==> src/design/bsa_pkg.sv <==
`default_nettype none
package bsa_pkg;

  localparam int RES_COUNT_DEF  = 4;
  localparam int PROC_COUNT_DEF = 8;
  localparam int UNIT_WIDTH_DEF = 8;

  typedef enum logic [2:0] {
    OP_SET_TOTAL = 3'd0,
    OP_SET_CLAIM = 3'd1,
    OP_ALLOCATE  = 3'd2,
    OP_RELEASE   = 3'd3,
    OP_TERMINATE = 3'd4
  } opcode_t;

  typedef enum logic [2:0] {
    ST_DONE         = 3'd0,
    ST_BAD_IDS      = 3'd1,
    ST_OVER_CLAIM   = 3'd2,
    ST_WAIT_UNAVAIL = 3'd3,
    ST_WAIT_UNSAFE  = 3'd4,
    ST_OVER_RELEASE = 3'd5,
    ST_TERMINATED   = 3'd6
  } status_t;

  typedef enum logic [2:0] {
    C_NOP,
    C_CLAIM,
    C_ADD,
    C_SUB,
    C_TERM
  } cell_op_t;

  typedef enum logic [2:0] {
    S_IDLE,
    S_EXEC,
    S_SUM,
    S_CHECK,
    S_FIN
  } state_t;

  typedef struct packed {
    cell_op_t   op;
    logic [2:0] pid;
    logic [1:0] rid;
    logic       chk_load;
    logic       chk_step;
  } bsa_cmd_t;

endpackage
`default_nettype wire

==> src/design/bsa_in_if.sv <==
`default_nettype none
interface bsa_in_if;
  logic       valid;
  logic       ready;
  logic [2:0] opcode;
  logic [2:0] process_id;
  logic [1:0] resource_id;
  logic [7:0] amount;

  modport source (output valid, opcode, process_id, resource_id, amount, input ready);
  modport sink   (input valid, opcode, process_id, resource_id, amount, output ready);
endinterface
`default_nettype wire

==> src/design/bsa_out_if.sv <==
`default_nettype none
interface bsa_out_if;
  logic       valid;
  logic       ready;
  logic [2:0] status;
  logic [7:0] available_now;

  modport source (output valid, status, available_now, input ready);
  modport sink   (input valid, status, available_now, output ready);
endinterface
`default_nettype wire

==> src/design/bsa_cell.sv <==
`default_nettype none
module bsa_cell import bsa_pkg::*; #(
  parameter int IDX        = 0,
  parameter int RES_COUNT  = RES_COUNT_DEF,
  parameter int UNIT_WIDTH = UNIT_WIDTH_DEF
) (
  input  logic                                   clk,
  input  logic                                   rst_n,
  input  bsa_cmd_t                               cmd,
  input  logic [UNIT_WIDTH-1:0]                  amt,
  input  logic [RES_COUNT-1:0][UNIT_WIDTH-1:0]   work,
  input  logic                                   grant_in,
  input  logic                                   pend_in,
  input  logic [RES_COUNT-1:0][UNIT_WIDTH-1:0]   acc_in,
  output logic                                   grant_out,
  output logic                                   pend_out,
  output logic [RES_COUNT-1:0][UNIT_WIDTH-1:0]   acc_out,
  output logic [RES_COUNT-1:0][UNIT_WIDTH-1:0]   alloc_row,
  output logic [UNIT_WIDTH-1:0]                  claim_at,
  output logic                                   running
);
  localparam int RIW = (RES_COUNT > 1) ? $clog2(RES_COUNT) : 1;

  logic [RES_COUNT-1:0][UNIT_WIDTH-1:0] alloc_r, alloc_nxt;
  logic [RES_COUNT-1:0][UNIT_WIDTH-1:0] claim_r, claim_nxt;
  logic                                 run_r, run_nxt;
  logic                                 pend_r, pend_nxt;
  logic                                 fits, take, sel;
  logic [RIW-1:0]                       rid_i;

  assign sel   = (int'(cmd.pid) == IDX);
  assign rid_i = RIW'(cmd.rid);

  always_comb begin
    fits = 1'b1;
    for (int r = 0; r < RES_COUNT; r++) begin
      if (claim_r[r] > alloc_r[r] && (claim_r[r] - alloc_r[r]) > work[r]) fits = 1'b0;
    end
  end

  // first pending row that fits takes the grant; later rows see it and hold
  assign take      = cmd.chk_step && pend_r && fits && !grant_in;
  assign grant_out = grant_in | (pend_r & fits);
  assign pend_out  = pend_in | pend_r;
  assign acc_out   = take ? (acc_in | alloc_r) : acc_in;
  assign alloc_row = alloc_r;
  assign claim_at  = claim_r[rid_i];
  assign running   = run_r;

  always_comb begin
    alloc_nxt = alloc_r;
    claim_nxt = claim_r;
    run_nxt   = run_r;
    if (sel) begin
      case (cmd.op)
        C_CLAIM: claim_nxt[rid_i] = amt;
        C_ADD:   alloc_nxt[rid_i] = alloc_r[rid_i] + amt;
        C_SUB:   alloc_nxt[rid_i] = alloc_r[rid_i] - amt;
        C_TERM: begin
          alloc_nxt = '0;
          run_nxt   = 1'b0;
        end
        default: ;
      endcase
    end
    if (cmd.chk_load) pend_nxt = run_nxt;
    else if (take)    pend_nxt = 1'b0;
    else              pend_nxt = pend_r;
  end

  always_ff @(posedge clk) begin
    if (!rst_n) begin
      alloc_r <= '0;
      claim_r <= '0;
      run_r   <= 1'b1;
      pend_r  <= 1'b0;
    end else begin
      alloc_r <= alloc_nxt;
      claim_r <= claim_nxt;
      run_r   <= run_nxt;
      pend_r  <= pend_nxt;
    end
  end
endmodule
`default_nettype wire

==> src/design/bankers_safe_allocator.sv <==
`default_nettype none
// Channel  | Dir | Payload                                     | Transfer
// in_ch    | in  | opcode, process_id, resource_id, amount     | valid & ready
// out_ch   | out | status, available_now                       | valid & ready
//
// One op at a time. Set claim, release, terminate and rejected ops go from execute straight
// to the final state; set total first sums the PROC_COUNT rows, one row summed per cycle.
// An accepted allocate runs safety passes, one grant of the cell chain per cycle; the
// undo of an unsafe trial happens in the last pass.
// Reset (synchronous, rst_n low) clears all counts and marks every process running.
// A waiting result does not block the next transfer in; the op then holds in its final
// state until the output register frees.
module bankers_safe_allocator import bsa_pkg::*; #(
  parameter int RES_COUNT  = RES_COUNT_DEF,
  parameter int PROC_COUNT = PROC_COUNT_DEF,
  parameter int UNIT_WIDTH = UNIT_WIDTH_DEF
) (
  input  logic      clk,
  input  logic      rst_n,
  bsa_in_if.sink    in_ch,
  bsa_out_if.source out_ch
);
  localparam int UW  = UNIT_WIDTH;
  localparam int NR  = RES_COUNT;
  localparam int NP  = PROC_COUNT;
  localparam int RIW = (NR > 1) ? $clog2(NR) : 1;
  localparam int PIW = (NP > 1) ? $clog2(NP) : 1;
  localparam int SW  = UW + PIW + 1;

  typedef logic [NR-1:0][UW-1:0] row_t;

  state_t             state_r, state_nxt;
  logic [2:0]         op_r, pid_r;
  logic [1:0]         rid_r;
  logic [UW-1:0]      amt_r;
  row_t               avail_r, avail_nxt;
  row_t               work_r, work_nxt;
  logic [SW-1:0]      used_r, used_nxt;
  logic [PIW-1:0]     cnt_r, cnt_nxt;
  status_t            res_r, res_nxt;
  logic               out_valid_r;
  status_t            out_status_r;
  logic [7:0]         out_avail_r;
  bsa_cmd_t           cmd;

  logic [UW+7:0]      amt_ext;
  logic [UW+7:0]      avail_ext;
  logic               pok, rok, fin_go;
  logic [PIW-1:0]     pid_i;
  logic [RIW-1:0]     rid_i;
  logic [UW-1:0]      a_sel, c_sel, av_sel;
  logic [UW:0]        s_sum;

  row_t               row    [NP];
  logic [UW-1:0]      claim  [NP];
  logic               run    [NP];
  logic [NP:0]        grant_c, pend_c;
  row_t               acc_c  [NP+1];

  assign amt_ext = {{UW{1'b0}}, in_ch.amount};
  assign pok     = (int'(pid_r) < NP);
  assign rok     = (int'(rid_r) < NR);
  assign pid_i   = PIW'(pid_r);
  assign rid_i   = RIW'(rid_r);
  assign a_sel   = row[pid_i][rid_i];
  assign c_sel   = claim[pid_i];
  assign av_sel  = avail_r[rid_i];
  assign fin_go  = (state_r == S_FIN) && (!out_valid_r || out_ch.ready);

  // cell chain: grant, pending and allocation pass from row 0 upward
  assign grant_c[0] = 1'b0;
  assign pend_c[0]  = 1'b0;
  assign acc_c[0]   = '0;

  for (genvar p = 0; p < NP; p++) begin : g_cell
    bsa_cell #(.IDX(p), .RES_COUNT(NR), .UNIT_WIDTH(UW)) u_cell (
      .clk       (clk),
      .rst_n     (rst_n),
      .cmd       (cmd),
      .amt       (amt_r),
      .work      (work_r),
      .grant_in  (grant_c[p]),
      .pend_in   (pend_c[p]),
      .acc_in    (acc_c[p]),
      .grant_out (grant_c[p+1]),
      .pend_out  (pend_c[p+1]),
      .acc_out   (acc_c[p+1]),
      .alloc_row (row[p]),
      .claim_at  (claim[p]),
      .running   (run[p])
    );
  end

  // next state
  always_comb begin
    state_nxt = state_r;
    case (state_r)
      S_IDLE:  if (in_ch.valid) state_nxt = S_EXEC;
      S_EXEC: begin
        state_nxt = S_FIN;
        if (op_r == OP_SET_TOTAL && rok) state_nxt = S_SUM;
        if (op_r == OP_ALLOCATE && rok && pok &&
            !(({1'b0, a_sel} + {1'b0, amt_r}) > {1'b0, c_sel}) &&
            !(amt_r > av_sel)) state_nxt = S_CHECK;
      end
      S_SUM:   if (int'(cnt_r) == NP - 1) state_nxt = S_FIN;
      S_CHECK: if (!pend_c[NP] || !grant_c[NP]) state_nxt = S_FIN;
      S_FIN:   if (fin_go) state_nxt = S_IDLE;
      default: state_nxt = S_IDLE;
    endcase
  end

  // datapath and cell commands
  always_comb begin
    avail_nxt    = avail_r;
    work_nxt     = work_r;
    used_nxt     = used_r;
    cnt_nxt      = cnt_r;
    res_nxt      = res_r;
    cmd.op       = C_NOP;
    cmd.pid      = pid_r;
    cmd.rid      = rid_r;
    cmd.chk_load = 1'b0;
    cmd.chk_step = 1'b0;
    s_sum        = {1'b0, av_sel} + {1'b0, amt_r};
    case (state_r)
      S_EXEC: begin
        res_nxt  = ST_DONE;
        used_nxt = '0;
        cnt_nxt  = '0;
        if (op_r == OP_TERMINATE) begin
          if (!pok) res_nxt = ST_BAD_IDS;
          else if (!run[pid_i]) res_nxt = ST_TERMINATED;
          else begin
            cmd.op = C_TERM;
            for (int r = 0; r < NR; r++) begin
              logic [UW:0] t;
              t = {1'b0, avail_r[r]} + {1'b0, row[pid_i][r]};
              avail_nxt[r] = t[UW] ? {UW{1'b1}} : t[UW-1:0];
            end
          end
        end else if (op_r > OP_TERMINATE || !rok) begin
          res_nxt = ST_BAD_IDS;
        end else if (op_r == OP_SET_TOTAL) begin
          res_nxt = ST_DONE;
        end else if (!pok) begin
          res_nxt = ST_BAD_IDS;
        end else begin
          case (op_r)
            OP_SET_CLAIM: cmd.op = C_CLAIM;
            OP_ALLOCATE: begin
              if (({1'b0, a_sel} + {1'b0, amt_r}) > {1'b0, c_sel}) res_nxt = ST_OVER_CLAIM;
              else if (amt_r > av_sel) res_nxt = ST_WAIT_UNAVAIL;
              else begin
                // trial apply, then load the check
                cmd.op           = C_ADD;
                cmd.chk_load     = 1'b1;
                avail_nxt[rid_i] = av_sel - amt_r;
                work_nxt         = avail_nxt;
              end
            end
            default: begin
              if (a_sel < amt_r) res_nxt = ST_OVER_RELEASE;
              else begin
                cmd.op           = C_SUB;
                avail_nxt[rid_i] = s_sum[UW] ? {UW{1'b1}} : s_sum[UW-1:0];
              end
            end
          endcase
        end
      end
      S_SUM: begin
        used_nxt = used_r + SW'(row[cnt_r][rid_i]);
        cnt_nxt  = cnt_r + PIW'(1);
        if (int'(cnt_r) == NP - 1) begin
          avail_nxt[rid_i] = ({{(SW-UW){1'b0}}, amt_r} > used_nxt) ?
                             amt_r - used_nxt[UW-1:0] : '0;
        end
      end
      S_CHECK: begin
        cmd.chk_step = 1'b1;
        if (pend_c[NP] && grant_c[NP]) begin
          for (int r = 0; r < NR; r++) begin
            logic [UW:0] w;
            w = {1'b0, work_r[r]} + {1'b0, acc_c[NP][r]};
            work_nxt[r] = w[UW] ? {UW{1'b1}} : w[UW-1:0];
          end
        end else if (pend_c[NP]) begin
          // no row fits: undo the trial
          cmd.op           = C_SUB;
          avail_nxt[rid_i] = av_sel + amt_r;
          res_nxt          = ST_WAIT_UNSAFE;
        end
      end
      default: ;
    endcase
  end

  assign avail_ext = {8'b0, av_sel};

  always_ff @(posedge clk) begin
    if (!rst_n) begin
      state_r     <= S_IDLE;
      avail_r     <= '0;
      out_valid_r <= 1'b0;
    end else begin
      state_r <= state_nxt;
      avail_r <= avail_nxt;
      if (fin_go) out_valid_r <= 1'b1;
      else if (out_ch.ready) out_valid_r <= 1'b0;
    end
  end

  always_ff @(posedge clk) begin
    work_r <= work_nxt;
    used_r <= used_nxt;
    cnt_r  <= cnt_nxt;
    res_r  <= res_nxt;
    if (in_ch.valid && in_ch.ready) begin
      op_r  <= in_ch.opcode;
      pid_r <= in_ch.process_id;
      rid_r <= in_ch.resource_id;
      amt_r <= amt_ext[UW-1:0];
    end
    if (fin_go) begin
      out_status_r <= res_r;
      out_avail_r  <= (op_r <= OP_TERMINATE && rok) ? avail_ext[7:0] : 8'd0;
    end
  end

  assign in_ch.ready          = (state_r == S_IDLE);
  assign out_ch.valid         = out_valid_r;
  assign out_ch.status        = out_status_r;
  assign out_ch.available_now = out_avail_r;

`ifndef ASSERT_OFF
  a_accept_exec: assert property (@(posedge clk) disable iff (!rst_n)
    (in_ch.valid && in_ch.ready) |=> state_r == S_EXEC)
    else $error("accepted op did not enter execute");
  a_fin_out: assert property (@(posedge clk) disable iff (!rst_n)
    fin_go |=> out_valid_r)
    else $error("finished op did not reach output");
  a_check_safe: assert property (@(posedge clk) disable iff (!rst_n)
    (state_r == S_CHECK && !pend_c[NP]) |=> (state_r == S_FIN && res_r == ST_DONE))
    else $error("safe check did not finish done");
  a_no_pend_idle: assert property (@(posedge clk) disable iff (!rst_n)
    (state_r == S_IDLE) |-> (cmd.op == C_NOP))
    else $error("cell command issued while idle");
`endif
endmodule
`default_nettype wire
==> src/flat_wrapper.sv <==
// flat-port wrapper written by rule: the top's interface ports become plain ports
module bankers_safe_allocator_flat import bsa_pkg::*;
#(
  parameter int RES_COUNT  = RES_COUNT_DEF,
  parameter int PROC_COUNT = PROC_COUNT_DEF,
  parameter int UNIT_WIDTH = UNIT_WIDTH_DEF
)
  (clk, rst_n, in_ch_valid, in_ch_opcode, in_ch_process_id, in_ch_resource_id, in_ch_amount, in_ch_ready, out_ch_valid, out_ch_status, out_ch_available_now, out_ch_ready);
  bsa_in_if in_ch_i ();
  bsa_out_if out_ch_i ();
  input  logic clk;
  input  logic rst_n;
  input wire logic [$bits(in_ch_i.valid)-1:0] in_ch_valid;
  input wire logic [$bits(in_ch_i.opcode)-1:0] in_ch_opcode;
  input wire logic [$bits(in_ch_i.process_id)-1:0] in_ch_process_id;
  input wire logic [$bits(in_ch_i.resource_id)-1:0] in_ch_resource_id;
  input wire logic [$bits(in_ch_i.amount)-1:0] in_ch_amount;
  output wire logic [$bits(in_ch_i.ready)-1:0] in_ch_ready;
  output wire logic [$bits(out_ch_i.valid)-1:0] out_ch_valid;
  output wire logic [$bits(out_ch_i.status)-1:0] out_ch_status;
  output wire logic [$bits(out_ch_i.available_now)-1:0] out_ch_available_now;
  input wire logic [$bits(out_ch_i.ready)-1:0] out_ch_ready;
  assign in_ch_i.valid = in_ch_valid;
  assign in_ch_i.opcode = in_ch_opcode;
  assign in_ch_i.process_id = in_ch_process_id;
  assign in_ch_i.resource_id = in_ch_resource_id;
  assign in_ch_i.amount = in_ch_amount;
  assign in_ch_ready = in_ch_i.ready;
  assign out_ch_valid = out_ch_i.valid;
  assign out_ch_status = out_ch_i.status;
  assign out_ch_available_now = out_ch_i.available_now;
  assign out_ch_i.ready = out_ch_ready;
  bankers_safe_allocator #(.RES_COUNT(RES_COUNT), .PROC_COUNT(PROC_COUNT), .UNIT_WIDTH(UNIT_WIDTH)) u_core (.clk(clk), .rst_n(rst_n), .in_ch(in_ch_i), .out_ch(out_ch_i));
endmodule
==> config.mk <==
export PLATFORM = sky130hd
export DESIGN_NAME = bankers_safe_allocator_flat
export DESIGN_NICKNAME = d
export VERILOG_FILES = /design/src/design/bsa_pkg.sv /design/src/design/bsa_in_if.sv /design/src/design/bsa_out_if.sv /design/src/design/bsa_cell.sv /design/src/design/bankers_safe_allocator.sv /design/src/flat_wrapper.sv
export SDC_FILE = /design/constraint.sdc
export NUM_CORES = 2
export LEC_CHECK = 0
export BUFFER_PORTS_ARGS = -buffer_cell sky130_fd_sc_hd__buf_2
export CAP_MARGIN = 20
export CORE_MARGIN = 2
export CORE_UTILIZATION = 39
export DETAILED_ROUTE_END_ITERATION = 16
export GPL_TIMING_DRIVEN = 0
export HOLD_SLACK_MARGIN = 0.05
export PLACE_DENSITY = 0.5
export SYNTH_ARGS = -nofsm -noshare
export SYNTH_HDL_FRONTEND = slang
export SYNTH_SLANG_ARGS = --single-unit
==> constraint.sdc <==
create_clock -name clk -period 8.4 [get_ports clk]
set_input_delay 1.26 -clock clk [delete_from_list [all_inputs] [get_ports clk]]
set_output_delay 1.26 -clock clk [all_outputs]
set_load 0.005 [all_outputs]
; Word-level counts from Yosys, hierarchy flattened
; Index checks and enable logic that the tools add are counted.
[op_classes]
n_addsub = 63
n_mul = 0
div = 0
n_lt_le_gt_ge = 74
eq_ne = 39
shifts = 0
n_mux = 229
bitwise = 31
n_reduce_logical = 111
[ops]
columns = operator, n
row1 = 32-bit bitwise mux, 28
row2 = 32-bit 2-to-1 mux, 27
row3 = 32-bit one-hot mux with 3 select lines, 9
row4 = 8-bit > comparator, 65
row5 = 8-bit subtractor, 42
row6 = 8-bit binary-select mux with 2-bit select, 19
row7 = 8-bit 2-to-1 mux, 32
row8 = 32-bit OR, 7
row9 = 32-bit binary-select mux with 3-bit select, 2
row10 = 32-bit one-hot mux with 2 select lines, 2
row11 = 8-bit by 8-bit adder with 9-bit output, 10
row12 = 1-bit 2-to-1 mux, 76
row13 = 8-bit adder, 9
row14 = 1-bit logical AND, 61
row15 = 3-bit 2-to-1 mux, 20
row16 = 2-bit AND reduction, 16
row17 = 3-bit one-hot mux with 2 select lines, 5
row18 = 8-bit binary-select mux with 3-bit select, 1
row19 = 12-bit one-hot mux with 2 select lines, 1
row20 = 2-bit nonzero test, 11
row21 = 3-bit by 2-bit == test with 1-bit output (second input constant), 7
row22 = 3-bit == test (second input constant), 7
row23 = 8-bit demux with 2-bit select, 1
row24 = 2-bit inequality test (second input constant), 8
row25 = other kinds (30), 81
[totals]
ff_bits = 641
latch_bits = 0
ramBits = 0
rom_bits = 0
in_bits = 20
out_inout_bits = 13
mem_count = 0

; Depth between registers and ports, before layout
[logic_depth]
ltp_word = 27
ltp_mapped = 37
mapped_depth_nobuf = 35

; Cells and area by module
; Synthesis repeated with hierarchy kept, for this count alone.
[hier_totals]
cells_unflattened = 7505
hier_area_um2 = 64166.5
[by_module_without_submodules]
columns = module, n_inst, cells_per_inst, area_per_inst_um2, seq_area_each_um2
row1 = bankers_safe_allocator, 1, 1549, 15409.8, 3032.9
row2 = bsa_cell at u_core.g_cell[5].u_cell ..., 2, 737, 6087.1, 1321.3
row3 = bsa_cell at u_core.g_cell[7].u_cell, 1, 752, 6232.2, 1321.3
row4 = bsa_cell at u_core.g_cell[1].u_cell, 1, 751, 6105.9, 1321.3
row5 = bsa_cell at u_core.g_cell[3].u_cell, 1, 740, 6089.6, 1321.3
row6 = bsa_cell at u_core.g_cell[4].u_cell, 1, 741, 6085.8, 1321.3
row7 = bsa_cell at u_core.g_cell[2].u_cell, 1, 749, 6065.8, 1321.3
row8 = bsa_cell at u_core.g_cell[0].u_cell, 1, 749, 6003.3, 1321.3

; Least setup slack after synthesis
; No wires, ideal clock.
[synth_path]
kind = reg2reg
from = register u_core.rid_r[0], in the netlist u_core.rid_i[0]
to = register u_core.work_r[0] (netlist name) (enable)
setup_ns = 0.389
t_arrival_ns = 6.594
setup_slack_ns = 1.417
stages_incl_launch_ff = 25
synth_period_minus_slack_ns = 6.983
path_cell_list = edfxtp_1 buf_2 buf_2 buf_2 buf_2 buf_1 buf_2 mux4_2 ha_1 fa_1 nor2b_1 o21bai_1 a21oi_1 o21a_1 nor2_1 xnor2_1 ha_1 a211o_1 o221ai_1 a21oi_1 o31a_1 a211o_1 nand3b_1 clkbuf_1 nand2_1
[synth_via]
elab_chain_cells = 8
word_cells_on_any_way = 29
classes_between = add/sub (1) / order compare (2) / eq/ne (2) / mux (23) / reduce/logical (1)
[synth_rtl]
columns = element, line
row1 = from (decl), bankers_safe_allocator.sv:34  ; logic [1:0] rid_r;
row2 = from (signal assigned), bankers_safe_allocator.sv:222  ; rid_r <= in_ch.resource_id;
row3 = branches (longest 7 deep; another with 8-bit by 8-bit adder with 9-bit output), n/a
row4 = 8-bit AND reduction (no source line) *, n/a
row5 = to (signal assigned), bankers_safe_allocator.sv:215  ; work_r <= work_nxt;
row6 = to (decl), bankers_safe_allocator.sv:37  ; row_t work_r, work_nxt;
; Mark *: on every way between the ends. The select of a mux whose other input is x is not followed.
; A chain may end at the register's enable or synchronous reset.

; Final worst setup path
[layout_path]
from = register u_core.pid_r[2], in the netlist u_core.pid_i[2]
to = register u_core.g_cell[1].u_cell.alloc_r (netlist bit u_core.g_cell[1].u_cell.alloc_row[9])
[layout_via]
elab_chain_cells = 17
word_cells_on_any_way = 30
classes_between = add/sub (1) / order compare (2) / eq/ne (4) / mux (20) / bitwise (1) / reduce/logical (2)
[layout_rtl]
columns = element, line
row1 = from (decl), bankers_safe_allocator.sv:33  ; logic [2:0] op_r, pid_r;
row2 = from (signal assigned), bankers_safe_allocator.sv:221  ; pid_r <= in_ch.process_id;
row3 = 3-bit inverter with 4-bit output (not written as such), "bankers_safe_allocator.sv:65, bankers_safe_allocator.sv:66, bankers_safe_allocator.sv:133"
row4 = 32-bit binary-select mux with 3-bit select, bankers_safe_allocator.sv:65  ; assign a_sel = row[pid_i][rid_i];
row5 = 32-bit 2-to-1 mux (not written as such) (2 in series), bankers_safe_allocator.sv:65
row6 = 8-bit binary-select mux with 2-bit select, bankers_safe_allocator.sv:65
row7 = 8-bit 2-to-1 mux (not written as such), bankers_safe_allocator.sv:65
row8 = 8-bit by 8-bit adder with 9-bit output, bankers_safe_allocator.sv:152  ; if (({1'b0, a_sel} + {1'b0, amt_r}) > {1'b0, c_sel}) res_nxt = ST_OVER_CLAIM;
row9 = 9-bit by 8-bit > comparator with 1-bit output, bankers_safe_allocator.sv:152
row10 = 3-bit 2-to-1 mux, bankers_safe_allocator.sv:152
row11 = 3-bit one-hot mux with 2 select lines, bankers_safe_allocator.sv:149  ; case (op_r)
row12 = 3-bit 2-to-1 mux, bankers_safe_allocator.sv:144  ; end else if (op_r == OP_SET_TOTAL) begin
row13 = 3-bit 2-to-1 mux, bankers_safe_allocator.sv:142  ; end else if (op_r > OP_TERMINATE || !rok) begin
row14 = 3-bit 2-to-1 mux, bankers_safe_allocator.sv:131  ; if (op_r == OP_TERMINATE) begin
row15 = 3-bit one-hot mux with 2 select lines, bankers_safe_allocator.sv:126  ; case (state_r)
row16 = 3-bit == test or 3-bit by 2-bit == test with 1-bit output (tied branches), bsa_cell.sv:55  ; case (cmd.op)
row17 = 3-bit nonzero test (no source line), n/a
row18 = 2-bit AND reduction (no source line), n/a
row19 = to (signal assigned), bsa_cell.sv:78  ; alloc_r <= alloc_nxt;
row20 = to (decl), bsa_cell.sv:24  ; logic [RES_COUNT-1:0][UNIT_WIDTH-1:0] alloc_r, alloc_nxt;
; Several ways; a longest one is shown, not always the timed one. The select of a mux whose other input is x is not followed.

==> impl_metrics.tcl <==
set metrics [dict create \
    ys.flop_type "dfxtp_1" \
    period_needed_ns 8.378 \
    final-seq-area_um2 13660 \
    core_area_um2 151700 \
    critPathLaunch "u_core.pid_i[2]" \
    synth_cell_types 97 \
    yosysSeqAreaShare_pct 22.88 \
    total_power_mw 8.617 \
    hpwl_um 307800 \
    status "finished, final reports clean" \
    overflow 0 \
    port-buffer-count 31 \
    use_met3_pct 17.10 \
    setup_violations 0 \
    rows 143 \
    dp_slack_ns -1.629 \
    multi_input_area_um2 42700 \
    cap_violations 0 \
    antenna_found_initial 79 \
    hp-class "register to register" \
    drv_slew 0 \
    ios 33 \
    drive_above_1_share_pct 11.16 \
    synth_seq_cells 641 \
    routedWlPerCell_um 42.17 \
    die_x_um 394.5 \
    r2r_cells 26 \
    syn_inst 6638 \
    first_iter_violations 9263 \
    endpoint "u_core.g_cell[1].u_cell.alloc_row[9]" \
    p_per_area_nw_per_um2 129.3 \
    path_class "register to register" \
    final-hold-violation-count 0 \
    cellLeakagePower_nw 26.04 \
    synth_area_um2 59460 \
    setup_ws_ns 0.02153 \
    area_delta_synth_final_pct 12.10 \
    end_kind "register" \
    cts-root-buf "clkbuf_16" \
    grt_util_met1_pct 59.49 \
    tightest_slew_ns 1.384 \
    vdd_drop_max_mv 0.1548 \
    cts_sinks 641 \
    gp_congestion 1.089 \
    die_h_um 394.5 \
    cts_max_level 3 \
    drtPass1Iterations 13 \
    wl_um 378400 \
    r2r_end "u_core.g_cell[1].u_cell.alloc_row[9]" \
    critical_path.max_fanout 10 \
    path_clk_slew_ns 0.06 \
    design_area_um2 66650 \
    post-route-util_pct 43.93 \
    ant_nets 0 \
    grt_pass1_wl_um 497800 \
    grt_max_degree 20 \
    cts_tree "built" \
    start_kind "register" \
    relSlewSlack_pct 7.707 \
    synthArstFlopShare_pct 0 \
    arrival_ns 9.04 \
    fmax_ghz 0.1194 \
    rr_startpoint "u_core.pid_i[2]" \
    dieArea_um2 155600 \
    cp_slowest_cell "edfxtp_1" \
    synth_nets 7473 \
    holdBufCountCts 0 \
    num-fill-cells 15279 \
    drc 0 \
    num_vias 62050 \
    reg2reg_slack_ns 0.02 \
    timing.hold.ws_ns 0.4208 \
    cp_slowest_stage_delay_ns 0.66 \
    yosys_warnings 0 \
    synth_edf_count 77 \
    syn_avg_cell_area_um2 8.957 \
    start_util_pct 39.19 \
    clock_latency_ns 0.73 \
    clock_skew_ns 0.04048 \
    cp.required_ns 9.06 \
    placed_area_um2 63400 \
    post-route-period-util_pct 99.74 \
    clockBufferDepth 3 \
    grt_pass1_vias 56498 \
    cts_made_buffers 83 \
    use_met2_pct 65.53 \
    top_usage_layer "met2" \
    avgViaCountPerCell 6.915 \
    grt_usage_pct 47.17 \
    finalNetCount 7653 \
]
-- worst max-delay path: cells and delay by family (launching register included) --
kind	cells	cell delay [ns]
muxes	2	1.07
AOI/OAI and AO/OA	10	2.10
and+or+nand+nor	5	0.92
buffers and inverters	6	2.59
adders and majority gates	2	0.67
DFF	1	0.66
xor gates and xnor gates	1	0.25
-- sequential cells by signal, summed over array words and instances, names as in the netlist --
name	count
u_core.pid_i	3
u_core.amt_r	8
u_core.out_ch.available_now	8
u_core.avail_r	32
u_core.state_r	3
u_core.rid_i	2
u_core.res_r	3
u_core.g_cell.u_cell.claim_r	256
u_core.op_r	3
u_core.g_cell.u_cell.pend_r	8
u_core.g_cell.u_cell.running	8
u_core.g_cell.u_cell.alloc_row	256
u_core.cnt_r	3
u_core.work_r	32
u_core.out_ch.valid	1
u_core.used_r	12
u_core.out_ch.status	3
-- cells in the mapped netlist (all sizes together), types with 92 or more instances --
cell    number  area (µm²)
xor2       120        1051
clkbuf     255       957.2
inv        499        1873
nand2      531        1993
a21oi      537        2699
ha         754        9434
nand4       92       575.6
nor2       355        1345
a21boi     130       975.9
o21ai      216        1126
xnor2      176        1541
a22o       187        1638
mux4       282        6351
nand3      370        1852
a21o       214        1607
dfxtp      564       11290
-- metal layers --
layer | vias up | wire, µm
li1 | 25313 | -
met1 | 30725 | 145000
met2 | 4708 | 150300
met3 | 1272 | 49060
met4 | 32 | 33760
met5 | - | 318
-- cells in the final DEF (no fill, tap or decap), types with 92 or more instances in the layout --
cell type and instances:
nand4_1 92, nor2_1 345, xor2_1 120, a21o_1 214, nand2_1 530, inv_1 493
ha_1 754, nand3_1 370, a22o_1 187, xnor2_1 176, o21ai_0 201, dfxtp_1 528
a21boi_0 128, mux4_2 282, clkbuf_1 250, a21oi_1 534
-- worst min-delay path by stage --
stage / depth (start not counted) / slack (ns) / to / from
2_1_floorplan: 0 / 0.40 / u_core.out_ch.status[0] / u_core.res_r[0]
3_3_place_gp: 0 / 0.40 / u_core.out_ch.status[0] / u_core.res_r[0]
3_5_place_dp: 0 / 0.41 / u_core.out_ch.status[0] / u_core.res_r[0]
4_1_cts: 0 / 0.42 / u_core.out_ch.status[0] / u_core.res_r[0]
5_1_grt: 0 / 0.43 / u_core.out_ch.status[0] / u_core.res_r[0]
6_report: 0 / 0.42 / u_core.out_ch.status[0] / u_core.res_r[0]
-- per-stage QoR --
stage	setup TNS (ns)	std cells
floorplan	0	6638
global placement	-760.73	8699
detailed placement	-335.11	8759
CTS	0	8906
global route	-0.09863	8928
finish	0	8973
-- power breakdown --
part,internal (mW),switching (mW)
Combinational,0.469,1.14
Clock,2.20,1.61
Sequential,3.14,0.0657
-- kinds of logic (layout without fill, tap and decap cells) --
group           Yosys count  after routing  share of synthesized area, %
mux                     368            368                         12.20
buf+inv                 844           1089                         5.499
compound gates         1994           1994                         23.78
other cells               0             60                             0
simple gates           1680           1680                         13.36
flops                   641            641                         22.88
fa+ha+maj               815            815                         17.92
xor+xnor                296            296                         4.360
-- cell type report --
| class | instances | share of cell area, % |
|---|---|---|
| buffer | 339 | 2.159 |
| inverter | 500 | 2.816 |
| clock inverter | 34 | 0.6608 |
| multi-input combinational | 5153 | 64.06 |
| sequential | 641 | 20.49 |
| tap | 2030 | 3.811 |
| timing repair buffer | 100 | 2.176 |
| antenna | 60 | 0.2253 |
| clock buffer | 116 | 3.604 |
-- timing repair --
action / in CTS / in global routing
resized for setup: 32 / 71
endpoints found under the setup margin: 361 / 311
pin swaps: 0 / 5
hold endpoints to repair: 0 / 0
buffers inserted: 1 / 3
Note: power is estimated with default switching activity, not from simulation.
